$ cat src/rtl/core/lfulru_pkg.sv
// Shared types and constants for the LFU cache with LRU tie-break.
// Controller state, command/status structs between controller and datapath.
// No dependencies.
`default_nettype none

package lfulru_pkg;

    localparam int KEY_W  = 32;
    localparam int DATA_W = 32;
    localparam int CAP_W  = 5;

    localparam logic [CAP_W-1:0] CAP_RESET = 5'd16;

    localparam logic ACT_GET = 1'b0;
    localparam logic ACT_PUT = 1'b1;

    typedef enum logic [2:0] {
        ST_IDLE,
        ST_SCAN,
        ST_DECIDE,
        ST_UPDATE,
        ST_RESPOND
    } state_t;

    // controller -> datapath
    typedef struct packed {
        logic start;
        logic scan;
        logic decide;
        logic update;
        logic respond;
    } cmd_t;

    // datapath -> controller
    typedef struct packed {
        logic sweep_done;
        logic need_update;
        logic out_free;
    } status_t;

endpackage

`default_nettype wire

$ cat src/rtl/core/lfu_cache_with_lru_tiebreak_top.sv
// LFU cache, LRU tie-break. One item at a time: accept, scan sweep over all
// entries, decision, update sweep over all entries (skipped on a get miss or a
// put at capacity zero), response. The next item is taken only after the
// response, and a stalled result holds the response. The sweeps read the entry
// memory through its single read port. Reset clears valid bits, fill count and
// output valid, and sets capacity to 16.
`default_nettype none

module lfu_cache_with_lru_tiebreak_top
    import lfulru_pkg::*;
#(
    parameter int ENTRIES     = 16,
    parameter int COUNT_WIDTH = 16
)
(
    input  wire logic              clk,
    input  wire logic              rst_n,
    input  wire logic              in_valid,
    output logic                   in_stall,
    input  wire logic              action,
    input  wire logic [KEY_W-1:0]  lookup_key,
    input  wire logic [DATA_W-1:0] write_data,
    output logic                   out_valid,
    input  wire logic              out_stall,
    output logic                   found,
    output logic [DATA_W-1:0]      read_value,
    input  wire logic              cfg_valid,
    output logic                   cfg_ready,
    input  wire logic [CAP_W-1:0]  cfg_data
);

    cmd_t    cmd;
    status_t status;

    assign cfg_ready = 1'b1;

    lfulru_ctrl u_ctrl (
        .clk      (clk),
        .rst_n    (rst_n),
        .in_valid (in_valid),
        .in_stall (in_stall),
        .status   (status),
        .cmd      (cmd)
    );

    lfulru_dp #(
        .ENTRIES     (ENTRIES),
        .COUNT_WIDTH (COUNT_WIDTH)
    ) u_dp (
        .clk        (clk),
        .rst_n      (rst_n),
        .cmd        (cmd),
        .status     (status),
        .action     (action),
        .lookup_key (lookup_key),
        .write_data (write_data),
        .cfg_valid  (cfg_valid),
        .cfg_data   (cfg_data),
        .out_stall  (out_stall),
        .out_valid  (out_valid),
        .found      (found),
        .read_value (read_value)
    );

    // a transfer in starts a scan, and the input stays stalled while it runs
    a_scan_holds: assert property (@(posedge clk) disable iff (!rst_n)
        in_valid && !in_stall |=> in_stall ##1 in_stall)
        else $error("input taken again before scan completed");

    // misses and puts return zero data
    a_miss_zero: assert property (@(posedge clk) disable iff (!rst_n)
        out_valid && !found |-> read_value == '0)
        else $error("non-zero read_value without a hit");

    // no result appears while an item is still being scanned
    a_no_early_result: assert property (@(posedge clk) disable iff (!rst_n)
        in_valid && !in_stall && !out_valid |=> !out_valid)
        else $error("result produced in the cycle after a transfer in");

endmodule

`default_nettype wire

$ cat src/rtl/core/lfulru_ctrl.sv
// Controller state machine: sequences scan, decision, update sweep and response.
// Depends on lfulru_pkg.
`default_nettype none

module lfulru_ctrl
    import lfulru_pkg::*;
(
    input  wire logic    clk,
    input  wire logic    rst_n,
    input  wire logic    in_valid,
    output logic         in_stall,
    input  wire status_t status,
    output cmd_t         cmd
);

    state_t state_reg;
    state_t state_next;

    always_ff @(posedge clk or negedge rst_n)
    begin
        if (!rst_n)
        begin
            state_reg <= ST_IDLE;
        end
        else
        begin
            state_reg <= state_next;
        end
    end

    always_comb
    begin
        state_next = state_reg;
        unique case (state_reg)
            ST_IDLE:
            begin
                if (in_valid)
                begin
                    state_next = ST_SCAN;
                end
            end
            ST_SCAN:
            begin
                if (status.sweep_done)
                begin
                    state_next = ST_DECIDE;
                end
            end
            ST_DECIDE:
            begin
                state_next = status.need_update ? ST_UPDATE : ST_RESPOND;
            end
            ST_UPDATE:
            begin
                if (status.sweep_done)
                begin
                    state_next = ST_RESPOND;
                end
            end
            ST_RESPOND:
            begin
                if (status.out_free)
                begin
                    state_next = ST_IDLE;
                end
            end
            default:
            begin
                state_next = ST_IDLE;
            end
        endcase
    end

    always_comb
    begin
        cmd      = '0;
        in_stall = 1'b1;
        unique case (state_reg)
            ST_IDLE:
            begin
                in_stall  = 1'b0;
                cmd.start = in_valid;
            end
            ST_SCAN:
            begin
                cmd.scan = 1'b1;
            end
            ST_DECIDE:
            begin
                cmd.decide = 1'b1;
            end
            ST_UPDATE:
            begin
                cmd.update = 1'b1;
            end
            ST_RESPOND:
            begin
                cmd.respond = status.out_free;
            end
            default:
            begin
                in_stall = 1'b1;
            end
        endcase
    end

endmodule

`default_nettype wire

$ cat src/rtl/core/lfulru_dp.sv
// Datapath: entry memory, valid bits, scan comparators, victim tracking,
// rank update sweep, capacity register and output register. Uses lfulru_pkg.
`default_nettype none

module lfulru_dp
    import lfulru_pkg::*;
#(
    parameter int ENTRIES     = 16,
    parameter int COUNT_WIDTH = 16
)
(
    input  wire logic              clk,
    input  wire logic              rst_n,
    input  wire cmd_t              cmd,
    output status_t                status,
    input  wire logic              action,
    input  wire logic [KEY_W-1:0]  lookup_key,
    input  wire logic [DATA_W-1:0] write_data,
    input  wire logic              cfg_valid,
    input  wire logic [CAP_W-1:0]  cfg_data,
    input  wire logic              out_stall,
    output logic                   out_valid,
    output logic                   found,
    output logic [DATA_W-1:0]      read_value
);

    localparam int IW   = (ENTRIES > 1) ? $clog2(ENTRIES) : 1;
    localparam int RW   = IW;
    localparam int CTRW = $clog2(ENTRIES + 1);
    localparam int CMPW = (CTRW > CAP_W) ? CTRW : CAP_W;
    localparam int WW   = KEY_W + DATA_W + COUNT_WIDTH + RW;
    localparam int C_LO = RW;
    localparam int D_LO = RW + COUNT_WIDTH;
    localparam int K_LO = D_LO + DATA_W;

    localparam logic [CTRW-1:0]        CTR_END   = CTRW'(ENTRIES);
    localparam logic [CMPW-1:0]        ENT_CMP   = CMPW'(ENTRIES);
    localparam logic [COUNT_WIDTH-1:0] COUNT_MAX = '1;

    // entry word: {key, data, count, rank}
    logic [WW-1:0]          mem [ENTRIES];
    logic [WW-1:0]          rd_word_reg;
    logic [CTRW-1:0]        ctr_reg;
    logic                   pv_reg;
    logic [IW-1:0]          pidx_reg;
    logic [ENTRIES-1:0]     valid_reg;
    logic [CTRW-1:0]        filled_reg;
    logic [CAP_W-1:0]       capacity_reg;

    logic                   act_reg;
    logic [KEY_W-1:0]       key_reg;
    logic [DATA_W-1:0]      data_reg;

    logic                   hit_reg;
    logic [IW-1:0]          hit_idx_reg;
    logic [COUNT_WIDTH-1:0] hit_cnt_reg;
    logic [RW-1:0]          hit_rank_reg;
    logic [DATA_W-1:0]      hit_data_reg;
    logic                   vic_found_reg;
    logic [IW-1:0]          vic_idx_reg;
    logic [COUNT_WIDTH-1:0] vic_cnt_reg;
    logic [RW-1:0]          vic_rank_reg;
    logic                   free_found_reg;
    logic [IW-1:0]          free_idx_reg;

    logic [IW-1:0]          tgt_reg;
    logic [RW-1:0]          thr_reg;
    logic                   all_reg;
    logic [DATA_W-1:0]      new_data_reg;
    logic [COUNT_WIDTH-1:0] new_cnt_reg;
    logic                   res_found_reg;
    logic [DATA_W-1:0]      res_value_reg;

    logic                   out_valid_reg;
    logic                   found_reg;
    logic [DATA_W-1:0]      read_value_reg;

    logic [KEY_W-1:0]       rd_key;
    logic [DATA_W-1:0]      rd_data;
    logic [COUNT_WIDTH-1:0] rd_cnt;
    logic [RW-1:0]          rd_rank;
    logic                   rd_valid;

    logic [CMPW-1:0]        cap_ext;
    logic [CMPW-1:0]        cap_eff;
    logic                   is_put;
    logic                   need_update;
    logic                   evict;
    logic [IW-1:0]          tgt_next;
    logic [ENTRIES-1:0]     valid_next;
    logic                   wr_en;
    logic [WW-1:0]          wr_word;
    logic                   out_free;

    assign rd_key   = rd_word_reg[K_LO +: KEY_W];
    assign rd_data  = rd_word_reg[D_LO +: DATA_W];
    assign rd_cnt   = rd_word_reg[C_LO +: COUNT_WIDTH];
    assign rd_rank  = rd_word_reg[RW-1:0];
    assign rd_valid = valid_reg[pidx_reg];

    // sweep counter; read data is registered and returns in the cycle after the address
    always_ff @(posedge clk or negedge rst_n)
    begin
        if (!rst_n)
        begin
            ctr_reg  <= '0;
            pv_reg   <= 1'b0;
            pidx_reg <= '0;
        end
        else if (cmd.start || cmd.decide)
        begin
            ctr_reg <= '0;
            pv_reg  <= 1'b0;
        end
        else if (cmd.scan || cmd.update)
        begin
            pv_reg   <= (ctr_reg != CTR_END);
            pidx_reg <= ctr_reg[IW-1:0];
            if (ctr_reg != CTR_END)
            begin
                ctr_reg <= ctr_reg + 1'b1;
            end
        end
    end

    always_ff @(posedge clk)
    begin
        if (ctr_reg != CTR_END)
        begin
            rd_word_reg <= mem[ctr_reg[IW-1:0]];
        end
    end

    always_ff @(posedge clk)
    begin
        if (wr_en)
        begin
            mem[pidx_reg] <= wr_word;
        end
    end

    // scan: key match, least-used oldest victim, first free slot
    always_ff @(posedge clk or negedge rst_n)
    begin
        if (!rst_n)
        begin
            act_reg        <= ACT_GET;
            hit_reg        <= 1'b0;
            vic_found_reg  <= 1'b0;
            free_found_reg <= 1'b0;
        end
        else if (cmd.start)
        begin
            act_reg        <= action;
            key_reg        <= lookup_key;
            data_reg       <= write_data;
            hit_reg        <= 1'b0;
            vic_found_reg  <= 1'b0;
            free_found_reg <= 1'b0;
        end
        else if (cmd.scan && pv_reg)
        begin
            if (rd_valid)
            begin
                if (rd_key == key_reg)
                begin
                    hit_reg      <= 1'b1;
                    hit_idx_reg  <= pidx_reg;
                    hit_cnt_reg  <= rd_cnt;
                    hit_rank_reg <= rd_rank;
                    hit_data_reg <= rd_data;
                end
                if (!vic_found_reg || rd_cnt < vic_cnt_reg ||
                    (rd_cnt == vic_cnt_reg && rd_rank > vic_rank_reg))
                begin
                    vic_found_reg <= 1'b1;
                    vic_idx_reg   <= pidx_reg;
                    vic_cnt_reg   <= rd_cnt;
                    vic_rank_reg  <= rd_rank;
                end
            end
            else if (!free_found_reg)
            begin
                free_found_reg <= 1'b1;
                free_idx_reg   <= pidx_reg;
            end
        end
    end

    // decision
    always_comb
    begin
        cap_ext     = CMPW'(capacity_reg);
        cap_eff     = (cap_ext > ENT_CMP) ? ENT_CMP : cap_ext;
        is_put      = (act_reg == ACT_PUT);
        need_update = is_put ? (cap_eff != '0) : hit_reg;
        evict       = !hit_reg && vic_found_reg && (CMPW'(filled_reg) >= cap_eff);
        priority if (hit_reg)
        begin
            tgt_next = hit_idx_reg;
        end
        else if (evict && !(free_found_reg && free_idx_reg < vic_idx_reg))
        begin
            tgt_next = vic_idx_reg;
        end
        else
        begin
            tgt_next = free_idx_reg;
        end
        valid_next = valid_reg;
        if (need_update && !hit_reg)
        begin
            // evict and insert may hit the same slot: the set wins
            if (evict)
            begin
                valid_next[vic_idx_reg] = 1'b0;
            end
            valid_next[tgt_next] = 1'b1;
        end
    end

    always_ff @(posedge clk or negedge rst_n)
    begin
        if (!rst_n)
        begin
            valid_reg     <= '0;
            filled_reg    <= '0;
            all_reg       <= 1'b0;
            res_found_reg <= 1'b0;
        end
        else if (cmd.decide)
        begin
            tgt_reg       <= tgt_next;
            thr_reg       <= hit_reg ? hit_rank_reg : vic_rank_reg;
            all_reg       <= !hit_reg && !evict;
            new_data_reg  <= is_put ? data_reg : hit_data_reg;
            new_cnt_reg   <= !hit_reg ? COUNT_WIDTH'(1) :
                             (hit_cnt_reg == COUNT_MAX) ? hit_cnt_reg :
                             hit_cnt_reg + 1'b1;
            res_found_reg <= !is_put && hit_reg;
            res_value_reg <= (!is_put && hit_reg) ? hit_data_reg : '0;
            valid_reg     <= valid_next;
            if (need_update && !hit_reg && !evict)
            begin
                filled_reg <= filled_reg + 1'b1;
            end
        end
    end

    // update sweep: age the younger entries, rewrite the target
    always_comb
    begin
        wr_en   = 1'b0;
        wr_word = rd_word_reg;
        if (cmd.update && pv_reg)
        begin
            priority if (pidx_reg == tgt_reg)
            begin
                wr_en   = 1'b1;
                wr_word = {key_reg, new_data_reg, new_cnt_reg, {RW{1'b0}}};
            end
            else if (rd_valid && (all_reg || rd_rank < thr_reg))
            begin
                wr_en            = 1'b1;
                wr_word[RW-1:0]  = rd_rank + 1'b1;
            end
            else
            begin
                wr_en = 1'b0;
            end
        end
    end

    always_ff @(posedge clk or negedge rst_n)
    begin
        if (!rst_n)
        begin
            capacity_reg <= CAP_RESET;
        end
        else if (cfg_valid)
        begin
            capacity_reg <= cfg_data;
        end
    end

    assign out_free = !out_valid_reg || !out_stall;

    always_ff @(posedge clk or negedge rst_n)
    begin
        if (!rst_n)
        begin
            out_valid_reg <= 1'b0;
        end
        else if (cmd.respond)
        begin
            out_valid_reg  <= 1'b1;
            found_reg      <= res_found_reg;
            read_value_reg <= res_value_reg;
        end
        else if (!out_stall)
        begin
            out_valid_reg <= 1'b0;
        end
    end

    assign status.sweep_done  = (ctr_reg == CTR_END) && !pv_reg;
    assign status.need_update = need_update;
    assign status.out_free    = out_free;

    assign out_valid  = out_valid_reg;
    assign found      = found_reg;
    assign read_value = read_value_reg;

endmodule

`default_nettype wire
$ cat config.mk
export PLATFORM = sky130hd
export DESIGN_NAME = lfu_cache_with_lru_tiebreak_top
export DESIGN_NICKNAME = d
export VERILOG_FILES = /design/src/rtl/core/lfulru_pkg.sv /design/src/rtl/core/lfu_cache_with_lru_tiebreak_top.sv /design/src/rtl/core/lfulru_ctrl.sv /design/src/rtl/core/lfulru_dp.sv
export SDC_FILE = /design/constraint.sdc
export NUM_CORES = 2
export LEC_CHECK = 0
export BUFFER_PORTS_ARGS = -buffer_cell sky130_fd_sc_hd__buf_2
export CAP_MARGIN = 20
export CORE_ASPECT_RATIO = 0.7
export CORE_MARGIN = 8
export CORE_UTILIZATION = 25
export CTS_BUF_LIST = sky130_fd_sc_hd__clkbuf_8
export CTS_CLUSTER_SIZE = 30
export DETAILED_ROUTE_END_ITERATION = 7
export HOLD_SLACK_MARGIN = 0.06
export SYNTH_ARGS = -nofsm -noshare
export SYNTH_HDL_FRONTEND = slang
export SYNTH_SLANG_ARGS = --single-unit
$ cat constraint.sdc
create_clock -name clk -period 30.7 [get_ports clk]
set_input_delay 9.21 -clock clk [delete_from_list [all_inputs] [get_ports clk]]
set_output_delay 9.21 -clock clk [all_outputs]
set_load 0.1 [all_outputs]
; After elaboration in Yosys (flattened, before gate mapping)
; Memory sizes are Yosys's and may differ from the RTL's. A register that Yosys moved wholly into a read port is not among the register bits.
; Cells that the tools add are included.
[word_totals]
register_bits = 315
ram_bits = 1344
inputBits = 75
elab_cells = 175
memories = 1
[classes]
n_addsub = 4
order_cmp = 11
n_eq_ne = 16
muxes = 54
bitwise_logic = 7
reduce_logical = 51
[mem_list]
columns = name, words, width, rd, rd_ports_with_merged_regs, wr, line
row1 = u_dp.mem, 16, 84, 1, 1, 1, lfulru_dp.sv:41  ; logic [WW-1:0] mem [ENTRIES];
[op_table]
columns = op, count
row1 = $mux W84, 1
row2 = $mux W80, 1
row3 = $mux W16, 3
row4 = $eq A32 B32 Y1, 1
row5 = $mux W32, 1
row6 = $mux W1, 30
row7 = $mux W4, 5
row8 = $mux W5, 4
row9 = $add A16 B1 Y16 const B, 1
row10 = $and A16 B16 Y16, 1
row11 = $eq A16 B16 Y1, 1
row12 = $eq A16 B16 Y1 const B, 1
row13 = $lt A16 B16 Y1, 1
row14 = $not A16 Y16, 1
row15 = $or A16 B16 Y16, 1
row16 = $reduce_and A2 Y1, 8
row17 = $logic_and A1 B1 Y1, 15
row18 = $lt A4 B5 Y1 const B, 3
row19 = $mux W3, 5
row20 = $pmux W3 S5, 1
row21 = $reduce_and A5 Y1, 3
row22 = $reduce_bool A2 Y1, 6
row23 = $add A5 B1 Y5 const B, 2
row24 = $demux W1 S4, 2
row25 = other kinds (22), 45

; Logic depth before layout (Yosys ltp)
[depth]
depth_word = 12
depth_mapped = 11
ltp_nobuf = 10

; Modules after synthesis
; A second synthesis with hierarchy kept.
[unflattened]
cells_unflattened = 2880
area_unflattened_um2 = 66621.4
[by_module_without_submodules]
columns = mod, n_inst, cells_each, area_each_um2, seq_area_each_um2
row1 = lfulru_dp, 1, 2850, 66364.9, 52036.2
row2 = lfulru_ctrl, 1, 28, 245.2, 75.1
row3 = lfu_cache_with_lru_tiebreak_top, 1, 2, 11.3, 0.0

; Least setup slack after synthesis
; Ideal clock, no wire load.
[synth_path]
kind = in2reg
from = input port in_valid
to = register u_dp.hit_cnt_reg[0] (enable)
arrival_ns = 11.818
required_time_ns = 30.230
slack_ns = 18.412
stages = 3
path_buffers = 0
cell_sequence = nand2_1 nand2_1 nor2_1
[synth_between]
elab_chain_len = 3
[synth_lines]
columns = element, line
row1 = start: declaration, lfu_cache_with_lru_tiebreak_top.sv:18  ; input wire logic in_valid,
row2 = $mux W1, lfulru_ctrl.sv:78  ; unique case (state_reg)
row3 = $not A1 Y1 (no source line), --
row4 = $reduce_and A5 Y1 (no source line), --
row5 = end signal: assignment, lfulru_dp.sv:169  ; hit_cnt_reg <= rd_cnt;
row6 = end: declaration, lfulru_dp.sv:56  ; logic [COUNT_WIDTH-1:0] hit_cnt_reg;
; No other way between the ends.
; A chain may end at the register's enable or synchronous reset.

; Worst setup path in the final report
[layout_path]
from = register u_ctrl.state_reg[1]
to = output port in_stall
[layout_between]
elab_chain_len = 2
[layout_lines]
columns = element, line
row1 = start: declaration, lfulru_ctrl.sv:16  ; state_t state_reg;
row2 = start signal: assignment, lfulru_ctrl.sv:27  ; state_reg <= state_next;
row3 = $logic_not A3 Y1, lfulru_ctrl.sv:78
row4 = $mux W1, lfulru_ctrl.sv:78
row5 = end: declaration, lfu_cache_with_lru_tiebreak_top.sv:19  ; output logic in_stall,
; No other way between the ends.

==> flow_summary_export.csv <==
group,metric,value,unit
yosys,synth_flop_cell,"edfxtp_1",
status,outcome,"finished, final reports clean",
setup_path,cp_cell_sequence,"nor3_1, inv_1, buf_2",
grt,grt-busiest-layer,"met2",
yosys,yosysWarningCount,0,
setup_path,arrival,2.36,ns
detailed_routing,ant_nets,0,
setup_path,crit_buf_inv,2,
power_and_ir_drop,p_leak,25.4,nW
yosys,synth-edff-count,1697,
detailed_routing,drc_errors,0,
yosys,avgSynthCellArea,18.3,sq um
timing,tightest_slew,1.19,ns
yosys,netlist_top_cells_count,"edfxtp_1 (1,697), nand2_1 (379), mux2i_1 (257)",
yosys,yosysMostFrequentCell,"edfxtp_1",
yosys,synth_fp_nets,3794,
floorplan,core_area,268000,sq um
job,maxCapViolCount,0,
grt,antenna_found_initial,10,
cts,clock_latency,0.96,ns
grt,overflow,0,
hold_path,min_path_cells,0,
timing,whs,0.417,ns
grt,grt_start_max_net_pins,119,
yosys,synth_cell_type_count,62,
setup_path,cp-start-kind,"register",
layout,area_growth,14.8,%
layout,layout.nets,4075,
place,dp_hpwl,84700,um
floorplan,rows,159,
yosys,synth_area,67500,sq um
floorplan,initial_core_util,0.252,
floorplan,io-pin-count,111,
hold_path,min_from,"u_dp.res_value_reg[15]",
layout,fin_util,0.289,
cts,h-tree-depth,5,
yosys,async_reset_ff_frac,0.0264,
yosys,synth.ff_latch_count,1743,
timing,relSlewSlack,0.206,
layout,fillers,26271,
timing,skew,0.160,ns
detailed_routing,wire_per_inst,22.1,um
yosys,synth_top_area_frac,0.754,
yosys,synth-seq-area-share,0.772,
timing,worst_slack,19.13,ns
place,dp_slack,18.79,ns
detailed_routing,dr.first_iter.drc_count,3275,
detailed_routing,dr.pass1.iters,5,
cts,clockBufferDepth,4,
detailed_routing,via_per_inst,4.54,
grt,use_met2,0.182,
floorplan,die_w,637,um
power_and_ir_drop,power_density,85.9,nW/um^2
cts,ctsResizeCount,0,
grt,grt.total_usage,0.113,
setup_path,cp-startpoint,"u_ctrl.state_reg[1]",
yosys,synthCells,3683,
setup_path,worstPathRequired,21.49,ns
timing,fin_crit_sh,0.377,
setup_path,cpMaxStageDelayCell,"dfrtp_1",
timing,tns,0,ns
grt,use_met1,0.154,
timing,fmaxAchievable,0.0864,GHz
timing,finalCriticalPeriod,11.57,ns
detailed_routing,wl,170000,um
power_and_ir_drop,ir_drop,55.8,uV
setup_path,path_depth,3,
timing,hold_viol_final,0,
cts,cts_tree,"done",
place,gp_congestion,0.742,
cts,hold_buffers,0,
hold_path,min_path_type,"register to register",
setup_path,end_kind,"output pin",
setup_path,critical-path-top-delay-family,"buffers and inverters",
cts,cts_root_buf,"clkbuf_8",
layout,drive_gt1_frac,0.205,
setup_path,cpPeakStageDelay,0.52,ns
grt,grt_pass1_wl,246000,um
setup_path,regToRegStartpoint,"u_ctrl.state_reg[0]",
cts,cts_sinks,1743,
cts,cts.clk_slew.worst_paths,0.06,ns
setup_path,rrSetupSlack,24.05,ns
setup_path,worstSetupPathType,"register to output pin",
floorplan,die_height,451,um
floorplan,die_area,287000,sq um
timing,grt_setup_unrepaired,"no",
setup_path,crit_path_max_fanout,12,
grt,grt.met3_usage,0.0260,
layout,largest_reg_flops,1344,
timing,setup_viol,0,
detailed_routing,num_vias,34976,
timing,slew_violations,0,
setup_path,worst_r2r_path_depth,9,
place,port_buffers,109,
cts,cts_made_buffers,280,
yosys,yosys.area.top_type,"edfxtp_1",
cts,post_cts_buffers,0,
grt,grt_pass1_vias,35724,
yosys,netlist_top_cells_area,"edfxtp_1 (75%), mux4_2 (5.7%), mux2i_1 (3.8%)",
## routing by layer
layer  wire [um]  share of wire
met1       75600           0.44
met2       78700           0.46
met3       11800          0.069
met4        4320          0.025
met5           0              0
## report_power, final
group          switching, mW  internal, mW  leakage, nW
combinational           1.00         0.580         6.66
clock                  0.908         0.919         2.79
sequential             0.154          3.09         16.0
## cell type report
type | instances | area (sq um) | share of cell area
Multi-Input combinational cell | 1721 | 14700 | 0.190
Inverter | 40 | 155 | 0.00200
Antenna cell | 4 | 10.0 | 0.000129
Clock buffer | 294 | 4050 | 0.0522
Sequential cell | 1743 | 52100 | 0.672
Tap cell | 3542 | 4430 | 0.0571
Clock inverter | 180 | 908 | 0.0117
Timing Repair Buffer | 178 | 1160 | 0.0149
## logic make-up (layout without fill, tap and decap cells)
logic type / count (synthesis) / in the layout / synth area share
other: 1 / 5 / 0.0000555
muxes: 553 / 553 / 0.116
AOI/OAI and AO/OA: 524 / 524 / 0.0497
DFF: 1743 / 1743 / 0.772
xor gates and xnor gates: 53 / 53 / 0.00687
buffers and inverters: 219 / 692 / 0.0133
adders and majority gates: 36 / 36 / 0.00667
and+or+nand+nor: 554 / 554 / 0.0358
## final timing paths
| check | to |
|---|---|
| setup / recovery | in_stall |
| hold / removal | u_dp.read_value[15] |
| setup reg to reg | u_dp.mem[8][83] |
| hold reg to reg | u_dp.read_value[15] |
| max in group asynchronous | u_dp.ctr_reg[0] |
| min in group asynchronous | u_dp.cap_ext[3] |
## layout by cell type, fill, tap and decap left out, drive strengths merged, types with 10 or more instances in the layout
master / n
clkinv: 85
nor3: 13
and2: 36
mux4: 172
edfxtp: 1697
clkbuf: 294
ha: 36
nand3: 16
nand4: 24
mux2: 124
dfrtp: 45
buf: 178
o21ai: 205
clkinvlp: 10
xnor2: 44
mux2i: 257
nor2b: 10
a22oi: 84
a221oi: 84
nand2: 379
o41ai: 16
inv: 121
nor2: 38
a21oi: 98
## worst reg2reg max path, stage by stage (launching register included)
cell and delay (ns):
dfrtp_1 0.42, nor2b_1 0.65, nand3_1 0.39, nor4_2 0.30, buf_4 0.60, buf_4 0.87, o21ai_1 0.49, nor2_4 0.92
buf_4 0.74, buf_4 0.75
## per-stage QoR
step,power [mW],instances,instance area (sq um)
2_1_floorplan,4.37,3683,67500
3_3_place_gp,4.84,7221,72600
3_5_place_dp,4.88,7221,72600
4_1_cts,6.72,7695,77500
5_1_grt,6.97,7700,77600
6_report,6.66,7702,77600
Note: power is estimated with default switching activity, not from simulation.
